File: config.mk
export PLATFORM = sky130hd
export DESIGN_NAME = delay_difference_moving_average_shaper_unit_flat
export DESIGN_NICKNAME = d
export VERILOG_FILES = /design/src/hw/rtl/ddma_pkg.sv /design/src/hw/rtl/ddma_in_if.sv /design/src/hw/rtl/ddma_out_if.sv /design/src/hw/rtl/delay_difference_moving_average_shaper_unit.sv /design/src/hw/rtl/ddma_div.sv /design/src/hw/rtl/ddma_ctrl.sv /design/src/hw/rtl/ddma_dpath.sv /design/src/flat_wrapper.sv
export SDC_FILE = /design/constraint.sdc
export NUM_CORES = 2
export LEC_CHECK = 0
export BUFFER_PORTS_ARGS = -buffer_cell sky130_fd_sc_hd__buf_2
export CAP_MARGIN = 20
export CORE_MARGIN = 2
export CORE_UTILIZATION = 37
export CTS_BUF_LIST = sky130_fd_sc_hd__clkbuf_4
export DETAILED_ROUTE_END_ITERATION = 16
export HOLD_SLACK_MARGIN = 0.1
export PLACE_DENSITY = 0.61
export SYNTH_ARGS = -nofsm -noshare
export SYNTH_HDL_FRONTEND = slang
export SYNTH_SLANG_ARGS = --single-unit
File: constraint.sdc
create_clock -name clk_i -period 10.5 [get_ports clk_i]
set_clock_uncertainty 0.1 [all_clocks]
set_input_delay 2.1 -clock clk_i [delete_from_list [all_inputs] [get_ports clk_i]]
set_output_delay 2.1 -clock clk_i [all_outputs]
set_load 0.01 [all_outputs]
File: src/hw/rtl/ddma_pkg.sv
`timescale 1ns / 1ps
package ddma_pkg;

  localparam int SAMPLE_W  = 14;
  localparam int FRAC_W    = 4;
  localparam int MAX_DELAY = 64;
  localparam int DLY_AW    = 6;
  localparam int MAX_HALF  = 32;
  localparam int WIN_DEPTH = 2 * MAX_HALF + 1;
  localparam int WIN_AW    = 7;
  localparam int IDX_W     = 16;
  localparam int S_W       = 15;
  localparam int D_W       = 16;
  localparam int SUM_W     = 23;
  localparam int OUT_W     = 20;
  localparam int NUM_W     = 27;
  localparam int DCNT_W    = 5;
  localparam int DL_W      = 7;
  localparam int H_W       = 6;
  localparam int W_W       = 7;
  localparam int CFG_IDX_W = 2;
  localparam int CFG_W     = 14;

  localparam logic [CFG_IDX_W-1:0] REG_BASELINE   = 2'd0;
  localparam logic [CFG_IDX_W-1:0] REG_DELAY      = 2'd1;
  localparam logic [CFG_IDX_W-1:0] REG_HALF_WIDTH = 2'd2;

  localparam logic [DL_W-1:0] DELAY_RESET = 7'd46;
  localparam logic [H_W-1:0]  HALF_RESET  = 6'd27;

  typedef enum logic [3:0] {
    ST_IDLE,
    ST_READ,
    ST_UPDATE,
    ST_DIV_LD,
    ST_DIV,
    ST_RD_H,
    ST_EMIT_D,
    ST_EMIT_DIV,
    ST_EMIT_H,
    ST_FL_RD,
    ST_EMIT_FL,
    ST_FINISH
  } state_e;

  typedef enum logic [1:0] {
    RD_NONE,
    RD_FIRST,
    RD_H,
    RD_M
  } rd_sel_e;

  typedef enum logic [1:0] {
    SEL_D,
    SEL_DIV,
    SEL_MEM
  } out_sel_e;

  typedef struct packed {
    logic     capture;
    rd_sel_e  rd_sel;
    logic     update;
    logic     div_start;
    logic     emit;
    out_sel_e sel;
    logic     emit_avg;
    logic     emit_fin;
    logic     m_dec;
    logic     finish;
  } cmd_t;

  typedef struct packed {
    logic in_valid;
    logic h_zero;
    logic k_ge_h;
    logic k_ge_w;
    logic eor;
    logic m_zero;
    logic div_done;
    logic out_free;
  } status_t;

endpackage

File: src/hw/rtl/ddma_in_if.sv
`timescale 1ns / 1ps
interface ddma_in_if;
  logic                          valid;
  logic                          ready;
  logic [ddma_pkg::SAMPLE_W-1:0] sample;
  logic                          end_of_record;

  modport source (output valid, sample, end_of_record, input ready);
  modport sink (input valid, sample, end_of_record, output ready);
endinterface

File: src/hw/rtl/ddma_out_if.sv
`timescale 1ns / 1ps
interface ddma_out_if;
  logic                              valid;
  logic                              ready;
  logic signed [ddma_pkg::OUT_W-1:0] filtered;
  logic                              averaged;
  logic                              final_res;

  modport source (output valid, filtered, averaged, final_res, input ready);
  modport sink (input valid, filtered, averaged, final_res, output ready);
endinterface

File: src/hw/rtl/delay_difference_moving_average_shaper_unit.sv
`timescale 1ns / 1ps
// channel   dir  payload                              transfer when
// in_ch     in   sample, end_of_record                valid && ready
// out_ch    out  filtered, averaged, final_res        valid && ready
// cfg       in   cfg_idx_i, cfg_wdata_i               cfg_we_i
//
// one sample at a time: after read and update, either no result is due or one
// is formed as a passthrough with h = 0, an edge passthrough from the window
// store, or the window average (27-step bit-serial divide by 2h+1, after a load)
// each result flushed at end of record takes one store read
// reset clears control, sum, index and pointers; the stores need no clearing
// a stalled output holds the sequencer in its emit state
module delay_difference_moving_average_shaper_unit (
  input  logic                           clk_i,
  input  logic                           rst_ni,
  ddma_in_if.sink                        in_ch,
  ddma_out_if.source                     out_ch,
  input  logic                           cfg_we_i,
  input  logic [ddma_pkg::CFG_IDX_W-1:0] cfg_idx_i,
  input  logic [ddma_pkg::CFG_W-1:0]     cfg_wdata_i
);
  import ddma_pkg::*;

  cmd_t    cmd;
  status_t status;

  // sequencer: walks read, update, divide, emit and flush steps
  ddma_ctrl u_ctrl (
    .clk_i      (clk_i),
    .rst_ni     (rst_ni),
    .status_i   (status),
    .cmd_o      (cmd),
    .in_ready_o (in_ch.ready)
  );

  // datapath: config registers, delay and window stores, running sum,
  // divider and output register
  ddma_dpath u_dpath (
    .clk_i       (clk_i),
    .rst_ni      (rst_ni),
    .cmd_i       (cmd),
    .status_o    (status),
    .in_valid_i  (in_ch.valid),
    .sample_i    (in_ch.sample),
    .eor_i       (in_ch.end_of_record),
    .cfg_we_i    (cfg_we_i),
    .cfg_idx_i   (cfg_idx_i),
    .cfg_wdata_i (cfg_wdata_i),
    .out_valid_o (out_ch.valid),
    .out_ready_i (out_ch.ready),
    .filtered_o  (out_ch.filtered),
    .averaged_o  (out_ch.averaged),
    .final_res_o (out_ch.final_res)
  );
endmodule

File: src/hw/rtl/ddma_div.sv
`timescale 1ns / 1ps
module ddma_div (
  input  logic                                clk_i,
  input  logic                                rst_ni,
  input  logic                                start_i,
  input  logic signed [ddma_pkg::NUM_W-1:0]   num_i,
  input  logic        [ddma_pkg::W_W-1:0]     den_i,
  output logic                                done_o,
  output logic signed [ddma_pkg::NUM_W-1:0]   quot_o
);
  import ddma_pkg::*;

  logic              active_q, active_d;
  logic [DCNT_W-1:0] cnt_q, cnt_d;
  logic              neg_q, neg_d;
  logic [NUM_W-1:0]  quo_q, quo_d;
  logic [W_W:0]      rem_q, rem_d;
  logic [W_W-1:0]    den_q, den_d;
  logic [W_W:0]      rem_sh;
  logic [NUM_W-1:0]  q_adj;

  // restoring division, one quotient bit a cycle, on magnitudes
  always_comb begin
    active_d = active_q;
    cnt_d    = cnt_q;
    neg_d    = neg_q;
    quo_d    = quo_q;
    rem_d    = rem_q;
    den_d    = den_q;
    rem_sh   = {rem_q[W_W-1:0], quo_q[NUM_W-1]};
    if (start_i) begin
      active_d = 1'b1;
      cnt_d    = DCNT_W'(NUM_W);
      neg_d    = num_i[NUM_W-1];
      quo_d    = num_i[NUM_W-1] ? NUM_W'(-num_i) : NUM_W'(num_i);
      rem_d    = '0;
      den_d    = den_i;
    end else if (active_q && (cnt_q != '0)) begin
      cnt_d = cnt_q - DCNT_W'(1);
      if (rem_sh >= {1'b0, den_q}) begin
        rem_d = rem_sh - {1'b0, den_q};
        quo_d = {quo_q[NUM_W-2:0], 1'b1};
      end else begin
        rem_d = rem_sh;
        quo_d = {quo_q[NUM_W-2:0], 1'b0};
      end
    end
  end

  always_ff @(posedge clk_i or negedge rst_ni) begin
    if (!rst_ni) begin
      active_q <= 1'b0;
      cnt_q    <= '0;
    end else begin
      active_q <= active_d;
      cnt_q    <= cnt_d;
    end
  end

  always_ff @(posedge clk_i) begin
    neg_q <= neg_d;
    quo_q <= quo_d;
    rem_q <= rem_d;
    den_q <= den_d;
  end

  // floor for negative numerators: round magnitude up, then negate
  assign q_adj  = quo_q + NUM_W'(rem_q != '0);
  assign quot_o = neg_q ? $signed(-q_adj) : $signed(quo_q);
  assign done_o = active_q && (cnt_q == '0);
endmodule

File: src/hw/rtl/ddma_ctrl.sv
`timescale 1ns / 1ps
module ddma_ctrl (
  input  logic              clk_i,
  input  logic              rst_ni,
  input  ddma_pkg::status_t status_i,
  output ddma_pkg::cmd_t    cmd_o,
  output logic              in_ready_o
);
  import ddma_pkg::*;

  state_e state_q, state_d;

  always_comb begin
    state_d = state_q;
    unique case (state_q)
      ST_IDLE:   if (status_i.in_valid) state_d = ST_READ;
      ST_READ:   state_d = ST_UPDATE;
      ST_UPDATE: begin
        priority if (status_i.h_zero) state_d = ST_EMIT_D;
        else if (status_i.k_ge_w)     state_d = ST_DIV_LD;
        else if (status_i.k_ge_h)     state_d = ST_RD_H;
        else if (status_i.eor)        state_d = ST_FL_RD;
        else                          state_d = ST_FINISH;
      end
      ST_DIV_LD: state_d = ST_DIV;
      ST_DIV:    if (status_i.div_done) state_d = ST_EMIT_DIV;
      ST_RD_H:   state_d = ST_EMIT_H;
      ST_EMIT_D: if (status_i.out_free) state_d = ST_FINISH;
      ST_EMIT_DIV, ST_EMIT_H: begin
        if (status_i.out_free) state_d = status_i.eor ? ST_FL_RD : ST_FINISH;
      end
      ST_FL_RD:  state_d = ST_EMIT_FL;
      ST_EMIT_FL: begin
        if (status_i.out_free) state_d = status_i.m_zero ? ST_FINISH : ST_FL_RD;
      end
      ST_FINISH: state_d = ST_IDLE;
      default:   state_d = ST_IDLE;
    endcase
  end

  always_comb begin
    cmd_o      = '{capture: 1'b0, rd_sel: RD_NONE, update: 1'b0, div_start: 1'b0,
                   emit: 1'b0, sel: SEL_D, emit_avg: 1'b0, emit_fin: 1'b0,
                   m_dec: 1'b0, finish: 1'b0};
    in_ready_o = 1'b0;
    unique case (state_q)
      ST_IDLE: begin
        in_ready_o    = 1'b1;
        cmd_o.capture = status_i.in_valid;
      end
      ST_READ:   cmd_o.rd_sel = RD_FIRST;
      ST_UPDATE: cmd_o.update = 1'b1;
      ST_DIV_LD: cmd_o.div_start = 1'b1;
      ST_DIV:    ;
      ST_RD_H:   cmd_o.rd_sel = RD_H;
      ST_EMIT_D: begin
        cmd_o.emit     = status_i.out_free;
        cmd_o.sel      = SEL_D;
        cmd_o.emit_fin = status_i.eor;
      end
      ST_EMIT_DIV: begin
        cmd_o.emit     = status_i.out_free;
        cmd_o.sel      = SEL_DIV;
        cmd_o.emit_avg = 1'b1;
      end
      ST_EMIT_H: begin
        cmd_o.emit = status_i.out_free;
        cmd_o.sel  = SEL_MEM;
      end
      ST_FL_RD:  cmd_o.rd_sel = RD_M;
      ST_EMIT_FL: begin
        cmd_o.emit     = status_i.out_free;
        cmd_o.sel      = SEL_MEM;
        cmd_o.emit_fin = status_i.m_zero;
        cmd_o.m_dec    = status_i.out_free;
      end
      ST_FINISH: cmd_o.finish = 1'b1;
      default:   ;
    endcase
  end

  always_ff @(posedge clk_i or negedge rst_ni) begin
    if (!rst_ni) begin
      state_q <= ST_IDLE;
    end else begin
      state_q <= state_d;
    end
  end
endmodule

File: src/hw/rtl/ddma_dpath.sv
`timescale 1ns / 1ps
module ddma_dpath (
  input  logic                              clk_i,
  input  logic                              rst_ni,
  input  ddma_pkg::cmd_t                    cmd_i,
  output ddma_pkg::status_t                 status_o,
  input  logic                              in_valid_i,
  input  logic [ddma_pkg::SAMPLE_W-1:0]     sample_i,
  input  logic                              eor_i,
  input  logic                              cfg_we_i,
  input  logic [ddma_pkg::CFG_IDX_W-1:0]    cfg_idx_i,
  input  logic [ddma_pkg::CFG_W-1:0]        cfg_wdata_i,
  output logic                              out_valid_o,
  input  logic                              out_ready_i,
  output logic signed [ddma_pkg::OUT_W-1:0] filtered_o,
  output logic                              averaged_o,
  output logic                              final_res_o
);
  import ddma_pkg::*;

  logic [SAMPLE_W-1:0] base_q;
  logic [DL_W-1:0]     dly_cfg_q;
  logic [H_W-1:0]      hw_cfg_q;

  logic [DL_W-1:0] dl;
  logic [H_W-1:0]  h, h_m1;
  logic [W_W-1:0]  w;

  logic signed [S_W-1:0]   s_q, old;
  logic                    eor_q;
  logic signed [D_W-1:0]   d_q, d_new;
  logic signed [SUM_W-1:0] sum_q, sum_d;
  logic [IDX_W-1:0]        idx_q;
  logic [DLY_AW-1:0]       dly_pos_q;
  logic [WIN_AW-1:0]       win_pos_q, win_next;
  logic [H_W-1:0]          m_q;
  logic                    restart;

  logic signed [S_W-1:0] dmem [MAX_DELAY];
  logic signed [D_W-1:0] wmem [WIN_DEPTH];
  logic signed [S_W-1:0] drd_q;
  logic signed [D_W-1:0] wrd_q;
  logic [DLY_AW-1:0]     dly_raddr;
  logic [WIN_AW-1:0]     win_raddr;
  logic [W_W-1:0]        back_m;

  logic k_ge_dl, k_ge_h, k_ge_w;

  logic signed [NUM_W-1:0] num, quot;
  logic                    div_done;

  logic                    out_valid_q;
  logic signed [OUT_W-1:0] out_val_q;
  logic                    out_avg_q, out_fin_q;
  logic signed [OUT_W-1:0] out_sel_val;

  function automatic logic [WIN_AW-1:0] win_back(input logic [WIN_AW-1:0] pos,
                                                 input logic [W_W-1:0] m);
    logic [WIN_AW:0] t;
    t = {1'b0, pos} + (WIN_AW+1)'(WIN_DEPTH) - {1'b0, m};
    if (t >= (WIN_AW+1)'(WIN_DEPTH)) t = t - (WIN_AW+1)'(WIN_DEPTH);
    return t[WIN_AW-1:0];
  endfunction

  // oversized settings are clamped
  assign dl   = (dly_cfg_q > DL_W'(MAX_DELAY)) ? DL_W'(MAX_DELAY) : dly_cfg_q;
  assign h    = (hw_cfg_q > H_W'(MAX_HALF)) ? H_W'(MAX_HALF) : hw_cfg_q;
  assign h_m1 = h - H_W'(1);
  assign w    = {h, 1'b1};

  assign k_ge_dl = idx_q >= IDX_W'(dl);
  assign k_ge_h  = idx_q >= IDX_W'(h);
  assign k_ge_w  = idx_q >= IDX_W'(w);

  assign restart = cfg_we_i && (cfg_idx_i == REG_BASELINE || cfg_idx_i == REG_DELAY ||
                                cfg_idx_i == REG_HALF_WIDTH);

  always_ff @(posedge clk_i or negedge rst_ni) begin
    if (!rst_ni) begin
      base_q    <= '0;
      dly_cfg_q <= DELAY_RESET;
      hw_cfg_q  <= HALF_RESET;
    end else if (cfg_we_i) begin
      unique case (cfg_idx_i)
        REG_BASELINE:   base_q    <= cfg_wdata_i;
        REG_DELAY:      dly_cfg_q <= cfg_wdata_i[DL_W-1:0];
        REG_HALF_WIDTH: hw_cfg_q  <= cfg_wdata_i[H_W-1:0];
        default:        ;
      endcase
    end
  end

  // sample capture, baseline removed
  always_ff @(posedge clk_i or negedge rst_ni) begin
    if (!rst_ni) begin
      eor_q <= 1'b0;
    end else if (cmd_i.capture) begin
      eor_q <= eor_i;
    end
  end

  always_ff @(posedge clk_i) begin
    if (cmd_i.capture) begin
      s_q <= $signed({1'b0, sample_i}) - $signed({1'b0, base_q});
    end
  end

  // store read addresses
  assign dly_raddr = dly_pos_q - dl[DLY_AW-1:0];
  always_comb begin
    unique case (cmd_i.rd_sel)
      RD_FIRST: back_m = w;
      RD_H:     back_m = W_W'(h);
      RD_M:     back_m = W_W'(m_q);
      default:  back_m = '0;
    endcase
  end
  assign win_raddr = win_back(win_pos_q, back_m);

  always_ff @(posedge clk_i) begin
    if (cmd_i.rd_sel == RD_FIRST) drd_q <= dmem[dly_raddr];
    if (cmd_i.rd_sel != RD_NONE)  wrd_q <= wmem[win_raddr];
  end

  assign old   = ((dl != '0) && k_ge_dl) ? drd_q : '0;
  assign d_new = (dl == '0) ? D_W'(s_q) : D_W'(s_q) - D_W'(old);
  assign sum_d = sum_q - (k_ge_w ? SUM_W'(wrd_q) : '0) + SUM_W'(d_new);

  always_ff @(posedge clk_i) begin
    if (cmd_i.update) begin
      dmem[dly_pos_q] <= s_q;
      wmem[win_pos_q] <= d_new;
    end
  end

  always_ff @(posedge clk_i) begin
    if (cmd_i.update) begin
      d_q <= d_new;
      m_q <= (idx_q < IDX_W'(h_m1)) ? idx_q[H_W-1:0] : h_m1;
    end else if (cmd_i.m_dec) begin
      m_q <= m_q - H_W'(1);
    end
  end

  assign win_next = (win_pos_q == WIN_AW'(WIN_DEPTH - 1)) ? '0 : win_pos_q + WIN_AW'(1);

  always_ff @(posedge clk_i or negedge rst_ni) begin
    if (!rst_ni) begin
      sum_q     <= '0;
      idx_q     <= '0;
      dly_pos_q <= '0;
      win_pos_q <= '0;
    end else if (restart || (cmd_i.finish && eor_q)) begin
      sum_q     <= '0;
      idx_q     <= '0;
      dly_pos_q <= '0;
      win_pos_q <= '0;
    end else if (cmd_i.update) begin
      sum_q <= sum_d;
    end else if (cmd_i.finish) begin
      dly_pos_q <= dly_pos_q + DLY_AW'(1);
      win_pos_q <= win_next;
      if (idx_q != '1) idx_q <= idx_q + IDX_W'(1);
    end
  end

  assign num = NUM_W'(sum_q) <<< FRAC_W;

  ddma_div u_div (
    .clk_i   (clk_i),
    .rst_ni  (rst_ni),
    .start_i (cmd_i.div_start),
    .num_i   (num),
    .den_i   (w),
    .done_o  (div_done),
    .quot_o  (quot)
  );

  // output register
  always_comb begin
    unique case (cmd_i.sel)
      SEL_D:   out_sel_val = OUT_W'(d_q) <<< FRAC_W;
      SEL_DIV: out_sel_val = quot[OUT_W-1:0];
      SEL_MEM: out_sel_val = OUT_W'(wrd_q) <<< FRAC_W;
      default: out_sel_val = '0;
    endcase
  end

  always_ff @(posedge clk_i or negedge rst_ni) begin
    if (!rst_ni) begin
      out_valid_q <= 1'b0;
    end else if (cmd_i.emit) begin
      out_valid_q <= 1'b1;
    end else if (out_ready_i) begin
      out_valid_q <= 1'b0;
    end
  end

  always_ff @(posedge clk_i) begin
    if (cmd_i.emit) begin
      out_val_q <= out_sel_val;
      out_avg_q <= cmd_i.emit_avg;
      out_fin_q <= cmd_i.emit_fin;
    end
  end

  assign out_valid_o = out_valid_q;
  assign filtered_o  = out_val_q;
  assign averaged_o  = out_avg_q;
  assign final_res_o = out_fin_q;

  assign status_o = '{in_valid: in_valid_i, h_zero: (h == '0), k_ge_h: k_ge_h,
                      k_ge_w: k_ge_w, eor: eor_q, m_zero: (m_q == '0),
                      div_done: div_done, out_free: (!out_valid_q || out_ready_i)};
endmodule
File: src/flat_wrapper.sv
// flat-port wrapper written by rule: the top's interface ports become plain ports
module delay_difference_moving_average_shaper_unit_flat import ddma_pkg::*;
  (clk_i, rst_ni, cfg_we_i, cfg_idx_i, cfg_wdata_i, in_ch_valid, in_ch_sample, in_ch_end_of_record, in_ch_ready, out_ch_valid, out_ch_filtered, out_ch_averaged, out_ch_final_res, out_ch_ready);
  ddma_in_if in_ch_i ();
  ddma_out_if out_ch_i ();
  input  logic clk_i;
  input  logic rst_ni;
  input  logic cfg_we_i;
  input  logic [ddma_pkg::CFG_IDX_W-1:0] cfg_idx_i;
  input  logic [ddma_pkg::CFG_W-1:0] cfg_wdata_i;
  input wire logic [$bits(in_ch_i.valid)-1:0] in_ch_valid;
  input wire logic [$bits(in_ch_i.sample)-1:0] in_ch_sample;
  input wire logic [$bits(in_ch_i.end_of_record)-1:0] in_ch_end_of_record;
  output wire logic [$bits(in_ch_i.ready)-1:0] in_ch_ready;
  output wire logic [$bits(out_ch_i.valid)-1:0] out_ch_valid;
  output wire logic [$bits(out_ch_i.filtered)-1:0] out_ch_filtered;
  output wire logic [$bits(out_ch_i.averaged)-1:0] out_ch_averaged;
  output wire logic [$bits(out_ch_i.final_res)-1:0] out_ch_final_res;
  input wire logic [$bits(out_ch_i.ready)-1:0] out_ch_ready;
  assign in_ch_i.valid = in_ch_valid;
  assign in_ch_i.sample = in_ch_sample;
  assign in_ch_i.end_of_record = in_ch_end_of_record;
  assign in_ch_ready = in_ch_i.ready;
  assign out_ch_valid = out_ch_i.valid;
  assign out_ch_filtered = out_ch_i.filtered;
  assign out_ch_averaged = out_ch_i.averaged;
  assign out_ch_final_res = out_ch_i.final_res;
  assign out_ch_i.ready = out_ch_ready;
  delay_difference_moving_average_shaper_unit u_core (.clk_i(clk_i), .rst_ni(rst_ni), .in_ch(in_ch_i), .out_ch(out_ch_i), .cfg_we_i(cfg_we_i), .cfg_idx_i(cfg_idx_i), .cfg_wdata_i(cfg_wdata_i));
endmodule
After elaboration in Yosys (flattened, before gate mapping)

Memories as Yosys holds them, arrays and structs flattened. A register that Yosys moved wholly into a read port is not among the register bits.
Index checks and enable logic that the tools add are counted.

Reductions and logical operators: 35
Add/sub/neg operators: 18
Equality and inequality tests: 26
$lt $le $gt $ge: 8
Mux-type cells: 57

Operators by type and width:

| operator                                       | count |
|---|---|
| 2-to-1 mux 27 bit                              | 3 |
| 2-to-1 mux 16 bit                              | 5 |
| 2-to-1 mux 23 bit                              | 3 |
| case mux 20 bit (3 select lines)               | 1 |
| 2-to-1 mux 6 bit                               | 7 |
| 2-to-1 mux 7 bit                               | 6 |
| case mux 4 bit (10 select lines)               | 1 |
| greater-or-equal comparator 16 x 7 -> 1 bit    | 2 |
| 2-to-1 mux 4 bit                               | 8 |
| negator 27 bit                                 | 1 |
| adder 23 bit                                   | 1 |
| subtractor 23 bit                              | 1 |
| case mux 7 bit (3 select lines)                | 1 |
| adder 20 x 1 -> 20 bit                         | 1 |
| 2-to-1 mux 20 bit                              | 1 |
| negator 20 bit                                 | 1 |
| adder 16 x 1 -> 16 bit (second input constant) | 1 |
| == test 4 x 3 -> 1 bit (second input constant) | 4 |
| == test 4 bit (second input constant)          | 4 |
| greater-or-equal comparator 16 x 6 -> 1 bit    | 1 |
| < comparator 16 x 6 -> 1 bit                   | 1 |
| inequality test 16 bit (second input constant) | 1 |
| subtractor 15 x 15 -> 16 bit                   | 1 |
| subtractor 8 x 7 -> 8 bit                      | 2 |
| 42 further kinds                               | 86 |

Bits in writable memories: 2000
Register bits: 192
Logic and storage cells: 168
Memories kept: 2
Input port bits: 36

Memory list:

| name                | words | bits a word | read ports | clocked after Yosys merged registers in | wr ports | RTL line         | text |
|---|---|---|---|---|---|---|---|
| u_core.u_dpath.wmem | 65    | 16          | 1          | 1                                       | 1        | ddma_dpath.sv:40 | `logic signed [D_W-1:0] wmem [WIN_DEPTH];` |
| u_core.u_dpath.dmem | 64    | 15          | 1          | 1                                       | 1        | ddma_dpath.sv:39 | `logic signed [S_W-1:0] dmem [MAX_DELAY];` |

Logic depth before layout (Yosys ltp)

Depth in word-level cells: 10
Mapped depth: 38

By module

Synthesis repeated with hierarchy kept, for this count alone.

Cells, all modules: 6210
Area total of the unflattened synthesis: 95784.4 um^2

By module, submodules not included:

| module     | cells an instance | seq. area each (um^2) | times used | area an instance (um^2) |
|---|---|---|---|---|
| ddma_dpath | 5598              | 64797.1               | 1          | 90699.5 |
| ddma_div   | 542               | 1361.3                | 1          | 4590.7 |
| ddma_ctrl  | 70                | 100.1                 | 1          | 494.2 |

Worst setup path before layout

Ideal clock, no wire load.

Kind: reg-to-reg
Start point: reg u_core.u_dpath.dly_cfg_q[6]
End point: reg u_core.u_dpath.sum_q[22]
Path slack: 1431 ps
Data arrival time: 8834 ps
Period minus slack after synthesis: 9069 ps
Stages on the path, launching flop included: 33
Path through: dfrtp_1 -> inv_1 -> nand2_1 -> ha_1 -> a21oi_1 -> nor2b_1 -> o21ai_0 -> nand2b_1 -> a21oi_1 -> nor2b_1 -> o21ai_0 -> a21oi_1 -> clkbuf_1 -> nand2_1 -> ha_1 -> a21boi_0 -> o21ai_0 -> a21boi_0 -> o21ai_0 -> a21oi_1 -> nor3_1 -> o31ai_1 -> fa_1 -> ha_1 -> or3_1 -> a31o_2 -> a31oi_1 -> o211ai_1 -> a41oi_1 -> a21oi_1 -> xnor2_1 -> o211ai_1 -> o31ai_1

Word-level cells in the longest chain between the ends: 10
Elaborated cells between the ends (all ways): 12
Classes of those cells: 2 x add/sub; 2 x order compare; 5 x mux; 3 x reduce/logical

Ends and longest elaborated chain:

| item                                                                                     | RTL line                            | text |
|---|---|---|
| from (decl)                                                                              | ddma_dpath.sv:22                    | `logic [DL_W-1:0] dly_cfg_q;` |
| from (signal assigned)                                                                   | ddma_dpath.sv:86                    | `REG_DELAY: dly_cfg_q <= cfg_wdata_i[DL_W-1:0];` |
| > comparator 7 bit                                                                       | ddma_dpath.sv:66                    | `assign dl = (dly_cfg_q > DL_W'(MAX_DELAY)) ? DL_W'(MAX_DELAY) : dly_cfg_q;` |
| 2-to-1 mux 7 bit (*)                                                                     | ddma_dpath.sv:66                    |  |
| greater-or-equal comparator 16 x 7 -> 1 bit / nonzero test 7 bit (equally long branches) | ddma_dpath.sv:71, ddma_dpath.sv:125 |  |
| logical AND 1 bit                                                                        | ddma_dpath.sv:125                   | `assign old = ((dl != '0) && k_ge_dl) ? drd_q : '0;` |
| 2-to-1 mux 15 bit                                                                        | ddma_dpath.sv:125                   |  |
| subtractor 15 x 15 -> 16 bit                                                             | ddma_dpath.sv:126                   | `assign d_new = (dl == '0) ? D_W'(s_q) : D_W'(s_q) - D_W'(old);` |
| 2-to-1 mux 16 bit (*)                                                                    | ddma_dpath.sv:126                   |  |
| net u_core.u_dpath.d_new[9]                                                              | ddma_dpath.sv:31                    | `logic signed [D_W-1:0] d_q, d_new;` |
| adder 23 bit (*)                                                                         | ddma_dpath.sv:127                   | `assign sum_d = sum_q - (k_ge_w ? SUM_W'(wrd_q) : '0) + SUM_W'(d_new);` |
| 2-to-1 mux 23 bit (*)                                                                    | ddma_dpath.sv:158                   | `end else if (cmd_i.update) begin` |
| 2-to-1 mux 23 bit (*)                                                                    | ddma_dpath.sv:153                   | `end else if (restart \|\| (cmd_i.finish && eor_q)) begin` |
| to (signal assigned)                                                                     | ddma_dpath.sv:159                   | `sum_q <= sum_d;` |
| to (decl)                                                                                | ddma_dpath.sv:32                    | `logic signed [SUM_W-1:0] sum_q, sum_d;` |

The timed path passes the listed nets; every way through them passes the cells marked *. The select of a mux whose other input is x is not followed.
A chain may end at the register's enable or synchronous reset.

Final worst setup path

Start point: reg u_core.u_dpath.dly_cfg_q[6]
End point: reg u_core.u_dpath.sum_q[21]

The elaborated chain is that of the path after synthesis.

==> flow_metrics.env <==
export IMPL_achievable_frequency_ghz=0.115
export IMPL_synth_xor_area_share_pct=1.03
export IMPL_port_buffers=59
export IMPL_areaGrowthSynthToFinish_pct=13.2
export IMPL_worstPathBufferInverterCount=1
export IMPL_worst_endpoint_arrival_ns=9.86
export IMPL_fin_ws_ns=1.81
export IMPL_finalSetupViolations=0
export IMPL_worst_setup_path_startpoint="u_core.u_dpath.dly_cfg_q[6]$_DFFE_PN0P_"
export IMPL_vias_per_cell=5.50
export IMPL_critPathKind="reg -> reg"
export IMPL_synth_edf_count=2124
export IMPL_synthTopCellsByArea="edfxtp_1, mux4_2, nand2_1, dfrtp_1, ha_1"
export IMPL_gp_routability_congestion=0.865
export IMPL_groute_usage_overall_pct=18.6
export IMPL_syn_avg_cell_area_um2=15.7
export IMPL_dp_hpwl_um=142000
export IMPL_critPathMaxStageDelay_ns=0.56
export IMPL_numCtsBuffers=580
export IMPL_setup_worst_path_end="u_core.u_dpath.sum_q[21]$_DFFE_PN0P_"
export IMPL_yosysWarnings=0
export IMPL_grt_antenna_before_repair=6
export IMPL_first_global_vias=55500
export IMPL_finalInstanceArea_mm2=0.105
export IMPL_post_route_min_period_ns=8.69
export IMPL_synth_ff_type="edfxtp_1"
export IMPL_synth_most_common_cell="edfxtp_1"
export IMPL_worstReg2RegStart="u_core.u_dpath.dly_cfg_q[6]$_DFFE_PN0P_"
export IMPL_detail_route_wirelength_um=242000
export IMPL_rsz0062_at_grt="no"
export IMPL_reg2reg_depth=36
export IMPL_floorplan_initialDensity_pct=37.3
export IMPL_whs_ns=0.410
export IMPL_combinational_family_with_the_most_area_after_synthesis="multiplexers"
export IMPL_worstSetupPathDepth=36
export IMPL_grt_pass1_wl_um=356000
export IMPL_ys_types=82
export IMPL_max_cap_viols=0
export IMPL_fillCellCount=22500
export IMPL_final_hold_violation_count=0
export IMPL_synthMuxAreaShare_pct=8.68
export IMPL_syn_nets=6104
export IMPL_cts_sinks=2223
export IMPL_vias=55900
export IMPL_synth_compound_area_share_pct=6.87
export IMPL_tritoncts="done"
export IMPL_netlist_area_mm2=0.0928
export IMPL_critPathMaxFanout=67
export IMPL_synth_top_area_share_pct=68.7
export IMPL_drtAntennaViolNets=0
export IMPL_design_die_area_mm2=0.255
export IMPL_period_share_pct=82.7
export IMPL_critical_path_top_delay_family="compound AO/OA/AOI/OAI gates"
export IMPL_fin_setup_tns_ns=0
export IMPL_synthesis_instances=5906
export IMPL_placeableCoreArea_mm2=0.249
export IMPL_yosys_register_bits=2223
export IMPL_dieWidth_um=505
export IMPL_drive_above_1_share_pct=22.8
export IMPL_fp_row_count=183
export IMPL_hold_path_class="reg -> reg"
export IMPL_drt_pass1_iterations=5
export IMPL_drt_iter0_drc=6406
export IMPL_globalRouteOverflowTotal=0
export IMPL_critical_path_most_common_cell="o21ai_0"
export IMPL_worst_slew_pin_transition_ns=1.17
export IMPL_drc=0
export IMPL_reg2reg_setup_slack_ns=1.81
export IMPL_slew_headroom_pct=21.9
export IMPL_grt_max_degree=142
export IMPL_cts_clk_slew_worst_paths_ns=0.06
export IMPL_htree_levels=6
export IMPL_seq_area_frac_synth_pct=71.4
export IMPL_placed_area_mm2=0.0979
export IMPL_worst_ep_required_time_ns=11.67
export IMPL_clockRootBuffer="clkbuf_4"
export IMPL_critPathCaptureType="register"
export IMPL_hold_buffers=0
export IMPL_synth_adder_area_share_pct=2.40
export IMPL_r2r_end="u_core.u_dpath.sum_q[21]$_DFFE_PN0P_"
export IMPL_chipHeight_um=505
export IMPL_post_cts_resize_count=0
export IMPL_multiInputGateArea_mm2=0.0250
export IMPL_netlist_top_cells_count="edfxtp_1, nand2_1, mux4_2, nor2_1, nand3_1"
export IMPL_synth_top_area_cell="edfxtp_1"
export IMPL_setup_worst_path_start_class="register"
export IMPL_num_io_pins=60
export IMPL_final_max_slew_violation_count=0
export IMPL_ys_async_sr_fraction_pct=4.09
export IMPL_clock_latency_ns=1.40
export IMPL_nNetsFinal=6629
export IMPL_detail_route_wl_per_cell_um=23.9
export IMPL_cts_setup_buffers=0
export IMPL_register_area_mm2=0.0662
export IMPL_place_worst_setup_slack_ns=1.37
export IMPL_yosys_area_share_simple_pct=7.63
export IMPL_status="finished, final reports clean"
export IMPL_crit_slowest_cell="nand3_4"
export IMPL_max_clock_path_buffers=4
==> layout make-up <==
cell class              count  area share (%)
flip-flops and latches   2223            63.0
multi-input cells        3203            23.8
clock buffers             829            5.92
well taps                3330            3.97
repair buffers            261            1.80
clock inverters           136           0.845
inverters                 162           0.579
diodes                     12          0.0286
==> worst min path at each step <==
stage	from	to	slack, ns	cells past startpoint
3_3_place_gp	u_core.u_dpath.u_div.rem_q[7]$_SDFFE_PP0P_	u_core.u_dpath.u_div.rem_q[7]$_SDFFE_PP0P_	0.36	2
3_5_place_dp	u_core.u_dpath.u_div.rem_q[7]$_SDFFE_PP0P_	u_core.u_dpath.u_div.rem_q[7]$_SDFFE_PP0P_	0.39	2
6_report	u_core.u_dpath.idx_q[12]$_DFFE_PN0P_	u_core.u_dpath.idx_q[12]$_DFFE_PN0P_	0.41	1
5_1_grt	u_core.u_dpath.u_div.rem_q[7]$_SDFFE_PP0P_	u_core.u_dpath.u_div.rem_q[7]$_SDFFE_PP0P_	0.43	2
4_1_cts	u_core.u_dpath.u_div.quo_q[20]$_DFFE_PP_	u_core.u_dpath.u_div.quo_q[21]$_DFFE_PP_	0.40	2
2_1_floorplan	u_core.u_dpath.u_div.rem_q[7]$_SDFFE_PP0P_	u_core.u_dpath.u_div.rem_q[7]$_SDFFE_PP0P_	0.35	2
==> per-stage QoR <==
stage | util (%) | std cells
2_1_floorplan | - | 5906
3_3_place_gp | 39.3 | 9174
3_5_place_dp | 39.3 | 9176
4_1_cts | 42.1 | 10100
5_1_grt | 42.2 | 10200
6_report | 42.2 | 10200
==> state kept, by name, indices dropped and copies added (netlist names), 4 cells and up <==
| signal | flops |
|---|---|
| u_core.u_dpath.wmem | 1040 |
| u_core.u_dpath.dmem | 960 |
| u_core.u_dpath.u_div.quo_q | 27 |
| u_core.u_dpath.sum_q | 23 |
| u_core.u_dpath.filtered_o | 20 |
| u_core.u_dpath.d_q | 16 |
| u_core.u_dpath.idx_q | 16 |
| u_core.u_dpath.wrd_q | 16 |
| u_core.u_dpath.drd_q | 15 |
| u_core.u_dpath.s_q | 15 |
| u_core.u_dpath.base_q | 14 |
| u_core.u_dpath.u_div.rem_q | 8 |
| u_core.u_dpath.dly_cfg_q | 7 |
| u_core.u_dpath.win_pos_q | 7 |
| u_core.u_dpath.dly_pos_q | 6 |
| u_core.u_dpath.hw_cfg_q | 6 |
| u_core.u_dpath.m_q | 6 |
| u_core.u_dpath.u_div.den_q | 6 |
| u_core.u_dpath.u_div.cnt_q | 5 |
| u_core.u_ctrl.state_q | 4 |
==> worst register-to-register path: cells and delay by family (launching register included) <==
family | cells | cell delay, ns
compound gates | 22 | 4.91
simple gates | 8 | 1.44
fa+ha+maj | 4 | 1.41
flops | 1 | 0.42
buf+inv | 1 | 0.21
xor+xnor | 1 | 0.11
==> routing by layer <==
layer	vias up	part of all wire [%]	global-route usage, %
li1	24600	-	-
met1	28400	43	25.8
met2	2438	46	28.5
met3	409	8.3	4.34
met4	0	3.0	6.96
met5	-	0	0
==> cells in the final DEF, fill, tap and decap left out, types with 31 or more instances in the layout <==
cell type / instances
a211o_1: 32
a211oi_1: 47
a21oi_1: 182
a22oi_1: 36
a311oi_1: 31
a31oi_1: 44
and3_1: 41
buf_2: 58
buf_4: 196
clkbuf_4: 829
clkinv_1: 103
dfrtp_1: 83
edfxtp_1: 2124
ha_1: 134
inv_1: 156
mux2i_1: 106
mux4_2: 300
nand2_1: 697
nand3_1: 281
nor2_1: 254
nor2_2: 32
nor2b_1: 42
nor3_1: 66
o2111ai_1: 71
o21ai_0: 138
o221ai_1: 52
o22ai_1: 115
xnor2_1: 65
xor2_1: 40
==> logic make-up after synthesis <==
kind of cell             Yosys count
flip-flops                      2223
AND/OR/NAND/NOR                 1569
AO/OA/AOI/OAI                    936
buffers and inverters            480
multiplexers                     427
adder cells (fa/ha/maj)          162
XOR/XNOR                         109
Power is not shown: default switching activity piles up to over one toggle a cycle in this logic, so the estimate is an artifact.
